`config.mk`:
```
export PLATFORM = sky130hd
export DESIGN_NAME = cmg_div_pipe
export DESIGN_NICKNAME = d
export VERILOG_FILES = /design/src/rtl/cylinder_mesh_generator_top_defines.svh /design/src/rtl/cmg_div_pipe.sv
export SDC_FILE = /design/constraint.sdc
export NUM_CORES = 1
export LEC_CHECK = 0
export BUFFER_PORTS_ARGS = -buffer_cell sky130_fd_sc_hd__buf_4
export CORE_ASPECT_RATIO = 1.2
export CORE_MARGIN = 2
export CORE_UTILIZATION = 45
export DETAILED_ROUTE_END_ITERATION = 16
export PLACE_DENSITY = 0.62
export SLEW_MARGIN = 10
export SYNTH_ARGS = -nofsm -noshare
export SYNTH_HDL_FRONTEND = slang
export SYNTH_SLANG_ARGS = --single-unit
```
`constraint.sdc`:
```
create_clock -name clk_i -period 9.9 [get_ports clk_i]
set_clock_uncertainty 0.1 [all_clocks]
set_input_delay 0.99 -clock clk_i [delete_from_list [all_inputs] [get_ports clk_i]]
set_output_delay 0.99 -clock clk_i [all_outputs]
set_load 0.03 [all_outputs]
```
`src/rtl/cylinder_mesh_generator_top_defines.svh`:
```
// assertion macros for the cylinder mesh generator
// depends on nothing; included by files that carry concurrent assertions
`ifndef CYLINDER_MESH_GENERATOR_TOP_DEFINES_SVH
`define CYLINDER_MESH_GENERATOR_TOP_DEFINES_SVH
`ifndef SYNTHESIS
`define CMG_ASSERT_CLK(label, clk, rstn, prop, msg) \
  label: assert property (@(posedge clk) disable iff (!rstn) prop) else $error(msg);
`define CMG_ASSERT(label, prop, msg) \
  `CMG_ASSERT_CLK(label, clk_i, rst_ni, prop, msg)
`else
`define CMG_ASSERT_CLK(label, clk, rstn, prop, msg)
`define CMG_ASSERT(label, prop, msg)
`endif
`endif

```
`src/rtl/cmg_div_pipe.sv`:
```
// pipelined restoring divider, STEP quotient bits per stage
// standalone; used by cylinder_mesh_generator_top
module cmg_div_pipe #(
  parameter int unsigned NUM_W = 33,
  parameter int unsigned DEN_W = 9,
  parameter int unsigned STEP  = 3
) (
  input  logic             clk_i,
  input  logic             en_i,
  input  logic [NUM_W-1:0] num_i,
  input  logic [DEN_W-1:0] den_i,
  output logic [NUM_W-1:0] quo_o
);

  localparam int unsigned STAGES = (NUM_W + STEP - 1) / STEP;
  localparam int unsigned PAD_W  = STAGES * STEP;

  logic [DEN_W-1:0] rem_q [STAGES];
  logic [PAD_W-1:0] wrk_q [STAGES];
  logic [DEN_W-1:0] den_q [STAGES];

  for (genvar g = 0; g < STAGES; g++) begin : g_stage
    logic [DEN_W-1:0] rem_in;
    logic [PAD_W-1:0] wrk_in;
    logic [DEN_W-1:0] den_in;
    logic [DEN_W-1:0] rem_d;
    logic [PAD_W-1:0] wrk_d;

    if (g == 0) begin : g_first
      assign rem_in = '0;
      assign wrk_in = PAD_W'(num_i);
      assign den_in = den_i;
    end else begin : g_next
      assign rem_in = rem_q[g-1];
      assign wrk_in = wrk_q[g-1];
      assign den_in = den_q[g-1];
    end

    // numerator bits shift out the top, quotient bits fill in at the bottom
    always_comb begin
      logic [DEN_W:0] t;
      rem_d = rem_in;
      wrk_d = wrk_in;
      for (int b = 0; b < STEP; b++) begin
        t     = {rem_d, wrk_d[PAD_W-1]};
        wrk_d = {wrk_d[PAD_W-2:0], 1'b0};
        if (t >= {1'b0, den_in}) begin
          rem_d    = DEN_W'(t - {1'b0, den_in});
          wrk_d[0] = 1'b1;
        end else begin
          rem_d = t[DEN_W-1:0];
        end
      end
    end

    always_ff @(posedge clk_i) begin
      if (en_i) begin
        rem_q[g] <= rem_d;
        wrk_q[g] <= wrk_d;
        den_q[g] <= den_in;
      end
    end
  end

  assign quo_o = wrk_q[STAGES-1][NUM_W-1:0];

endmodule

```
## Word level (Yosys, flattened, before mapping)

Memory sizes are Yosys's and may differ from the RTL's.
Cells that the tools add are included.

| word-level totals | value |
|---|---|
| bits in registers | 0 |
| RAM bits | 561 |
| input bits | 44 |
| output and inout port bits | 33 |
| logic and storage cells | 137 |
| memories | 3 |

| operators by class | value |
|---|---|
| add/subtract/negate cells | 33 |
| magnitude comparators | 33 |
| mux-type cells | 68 |

Memory list:

| name | depth | width | rd ports | clocked after memory_dff | write ports | line | source |
|---|---|---|---|---|---|---|---|
| wrk_q | 11 | 33 | 11 | 0 | 11 | cmg_div_pipe.sv:19 | `logic [PAD_W-1:0] wrk_q [STAGES];` |
| den_q | 11 | 9 | 10 | 0 | 11 | cmg_div_pipe.sv:20 | `logic [DEN_W-1:0] den_q [STAGES];` |
| rem_q | 11 | 9 | 10 | 0 | 11 | cmg_div_pipe.sv:18 | `logic [DEN_W-1:0] rem_q [STAGES];` |

Operator list:

| kind | count |
|---|---|
| >= comparator 10 x 9 -> 1 bit | 32 |
| 2-to-1 mux 9 bit | 33 |
| subtractor 9 bit | 32 |
| 2-to-1 mux 1 bit | 35 |
| >= comparator 1 x 9 -> 1 bit | 1 |
| subtractor 1 x 9 -> 9 bit | 1 |

## Depth between registers and ports, before layout

An unclocked memory read counts as a cell.

| logic depth | value |
|---|---|
| depth after elaboration | 7 |
| mapped depth | 31 |
| mapped depth without buffers | 29 |

## Least setup slack after synthesis

No wires, ideal clock.

| path | value |
|---|---|
| kind | register to register |
| start | memory wrk_q[0][32] in the netlist's numbering |
| end | memory rem_q[1][1] (data pin) |
| arrival time | 6.407 ns |
| data required time | 9.540 ns |
| setup slack | 3.134 ns |
| cell stages (with the launch flop) | 29 |
| path buffers | 2 |
| period minus slack after synthesis | 6.766 ns |
| path through | edfxtp_1 > inv_1 > ha_1 > inv_1 > fa_1 > a211o_1 > a2111o_1 > a31o_2 > a21oi_1 > buf_2 > mux2_2 > ha_1 > nor2b_1 > o21ai_0 > a21oi_1 > a211oi_1 > o221ai_2 > buf_2 > nor2_1 > a21oi_1 > fa_1 > nand2_1 > nand2_1 > a21oi_1 > o211ai_1 > o21bai_1 > a221o_1 > a21oi_4 > mux2_2 |

RTL lines:

| item | line |
|---|---|
| start, declared | cmg_div_pipe.sv:19 |
| end, declared | cmg_div_pipe.sv:18 |

==> metrics.md <==
| Metric | Value |
|---|---|
| Htree depth | `2` |
| Total number of vias | `roughly 19000` |
| Fin. Hold Viols | `0` |
| Final period utilization | `78.7%` |
| Status | `finished, final reports clean` |
| Crit path DAT | `roughly 8.1 ns` |
| CTS tree | `done` |
| Die Span X | `roughly 240 um` |
| DRT Pass-1 Iters | `5` |
| Critical path peak fanout | `13` |
| Distinct cells, synth | `77` |
| RSZ-0062 raised after global routing | `no` |
| Fillers | `5836` |
| Vias in the first global route | `19700` |
| Total negative slack | `0 ns` |
| RR Endpoint | `rem_q[1][5]` |
| Seq cells post-synth | `543` |
| Clk root buf | `clkbuf_16` |
| Critical Path RT | `10.16 ns` |
| Register area share after synthesis | `52.7%` |
| Rel. slew slack | `24.9%` |
| Worst Setup EP | `rem_q[1][5]` |
| Slew Viols, Final | `0` |
| Via/cell ratio | `5.38` |
| Cts bufs inserted | `56` |
| Ant. Diodes | `0` |
| Postcts setup bufs | `0` |
| Max Cap Viol | `0` |
| Most used flip-flop cell after synthesis | `edfxtp_1` |
| Yosys warns | `0` |
| Syn Inst Count | `2525` |
| Clk sinks | `543` |
| Total grt overflow | `0` |
| # setup viols final | `0` |
| Worst Setup End Kind | `register` |
| Row cnt | `105` |
| Worst skew pair latency | `0.62 ns` |
| Starting DRT DRC Count | `943` |
| Hold Crit Class | `reg2reg` |
| DIE AREA | `approximately 0.071 sq mm` |
| Initial antenna violation count | `0` |
| Clk slew on worst S/H paths | `0.06 ns` |
| Overall Global Routing Usage | `between 10% and 20%` |
| Post-detail-place hpwl | `47200 um` |
| Routed wire length | `63500 um` |
| R2R Path Start | `den_q[0][0]` |
| Dominant cell type by area after synthesis | `edfxtp_1` |
| Startpoint types | `register` |
| Setup CP Type | `reg2reg` |
| Global-route wire length before repair | `about 100000 um` |
| Largest net degree at the start of global routing | `177` |
| Port Buffer Count | `76` |
| Area growth syn-to-layout | `11.7%` |
| I/O pin count | `77` |
| Number of flops mapped to enable cells by yosys | `543` |
| Longest Clk Path Bufs | `3` |
| Yosys top cell area share | `52.7%` |
| Initial core utilization | `between 40 and 50%` |
| ANT nets after route | `0` |
| Final net count | `3011` |
| Most frequent cells after synthesis | `543 x edfxtp_1, 290 x ha_1, 230 x inv_1` |
| Slowest stage delay, CP | `0.69 ns` |
| Avg WL per Cell | `roughly 18 um` |
| Post_cts resized | `0` |
| Final GP Congestion | `0.903` |
| FFs w/ async S/R, synth | `0%` |
| Post-Synthesis Net Count | `approximately 2900` |
| Worst Reg-to-Reg Cells | `25` |
| Top-count cell post-synth | `edfxtp_1` |
| Reg2reg setup slack | `~2.1 ns` |
| Fmax | `128 MHz` |
| Worst Tran Pin Value | `1.12 ns` |
| Hold buffer count at CTS | `0` |
| Core footprint | `0.0682 sq mm` |
| CP startpoint | `den_q[0][0]` |
| Synth area leaders | `edfxtp_1 53%, ha_1 12%, mux2_2 4.8%` |
| Tmin final | `7.79 ns` |
| Share of layout cells above drive strength 1 | `about an eighth` |
| Remaining DRCs | `0` |
| Die Y | `291 um` |
| Netlist Area Pre-Place | `0.0310 sq mm` |
| Slowest-stage cell, CP | `a21oi_1` |
| Syn Area/Cell | `12.3 sq um` |
-- worst min-delay path by stage --
stage | cells after the start | to | slack, ns | from
after detailed placement | 0 | wrk_q[10][12] | 0.30 | wrk_q[9][9]
after floorplan | 0 | wrk_q[10][10] | 0.30 | wrk_q[9][7]
after CTS | 0 | wrk_q[4][16] | 0.32 | wrk_q[3][13]
after global routing | 0 | wrk_q[9][9] | 0.32 | wrk_q[8][6]
after global placement | 0 | wrk_q[4][12] | 0.30 | wrk_q[3][9]
final | 0 | wrk_q[4][16] | 0.31 | wrk_q[3][13]
-- registers in the layout, indices dropped and copies added (netlist names) --
name	cells
den_q	90
rem_q	90
wrk_q	363
-- routing by layer --
layer | wire length [um] | part of all wire [%] | GRT usage, %
met1 | 26600 | 42 | 21.0
met3 | 1940 | 3.0 | 2.30
met2 | 32500 | 51 | 32.1
met5 | 0 | 0 | 0
met4 | 2480 | 3.9 | 7.30
-- placed cells by master (no fill, tap or decap), drive strengths merged, types with 10 or more instances in the layout --
master / instances
mux2i: 34
edfxtp: 543
a21boi: 12
a31oi: 19
a211o: 12
xnor2: 99
nor2b: 55
xor2: 82
inv: 234
or3: 10
nor3: 38
nand2: 99
o21bai: 19
o21ai: 133
nor2: 166
fa: 31
nand4: 49
a211oi: 15
buf: 88
ha: 290
o31ai: 15
o21a: 27
nand3: 19
a21oi: 184
clkinv: 24
a21o: 73
clkbuf: 60
mux2: 133
nand2b: 20
-- per-stage QoR --
step | instance area (sq um) | std cells | hold WS [ns] | setup WS (ns) | utilization, %
finish | 34600 | 3599 | 0.313 | 2.11 | 50.7
global route | 34600 | 3599 | 0.318 | 1.63 | 50.7
CTS | 34600 | 3599 | 0.316 | 2.13 | 50.7
detailed placement | 32700 | 3497 | 0.305 | 2.18 | 47.9
global placement | 32700 | 3497 | 0.301 | 2.29 | 47.9
floorplan | 31000 | 2525 | 0.300 | 3.13 | -
-- logic make-up (layout without fill, tap and decap cells) --
group	Yosys count	after routing	share of synthesized area, %
buf+inv	256	421	3.13
compound gates	566	566	11.6
fa+ha+maj	321	321	13.7
simple gates	491	491	7.73
flops	543	543	52.7
mux	167	167	5.94
xor+xnor	181	181	5.15
-- layout make-up --
type / instances / area (sq um) / area share (%)
Clock inverter: 42 / 480 / 1.39
Sequential cell: 543 / 16300 / 47.2
Clock buffer: 60 / 1420 / 4.10
Inverter: 231 / 867 / 2.51
Multi-Input combinational cell: 1726 / 13700 / 39.6
Tap cell: 909 / 1140 / 3.29
Timing Repair Buffer: 88 / 681 / 1.97
-- critical path: cells and delay by family, from the launching register on --
kind                     cells  cell delay (ns)
AO/OA/AOI/OAI               13             4.12
flip-flops                   1             0.42
buffers and inverters        2             0.28
AND/OR/NAND/NOR              3             0.30
adder cells (fa/ha/maj)      4             1.26
multiplexers                 3             1.07
Power is left out: the tool's default activity adds up to more than one toggle a clock period on the data nets, which glitch-free logic cannot reach.
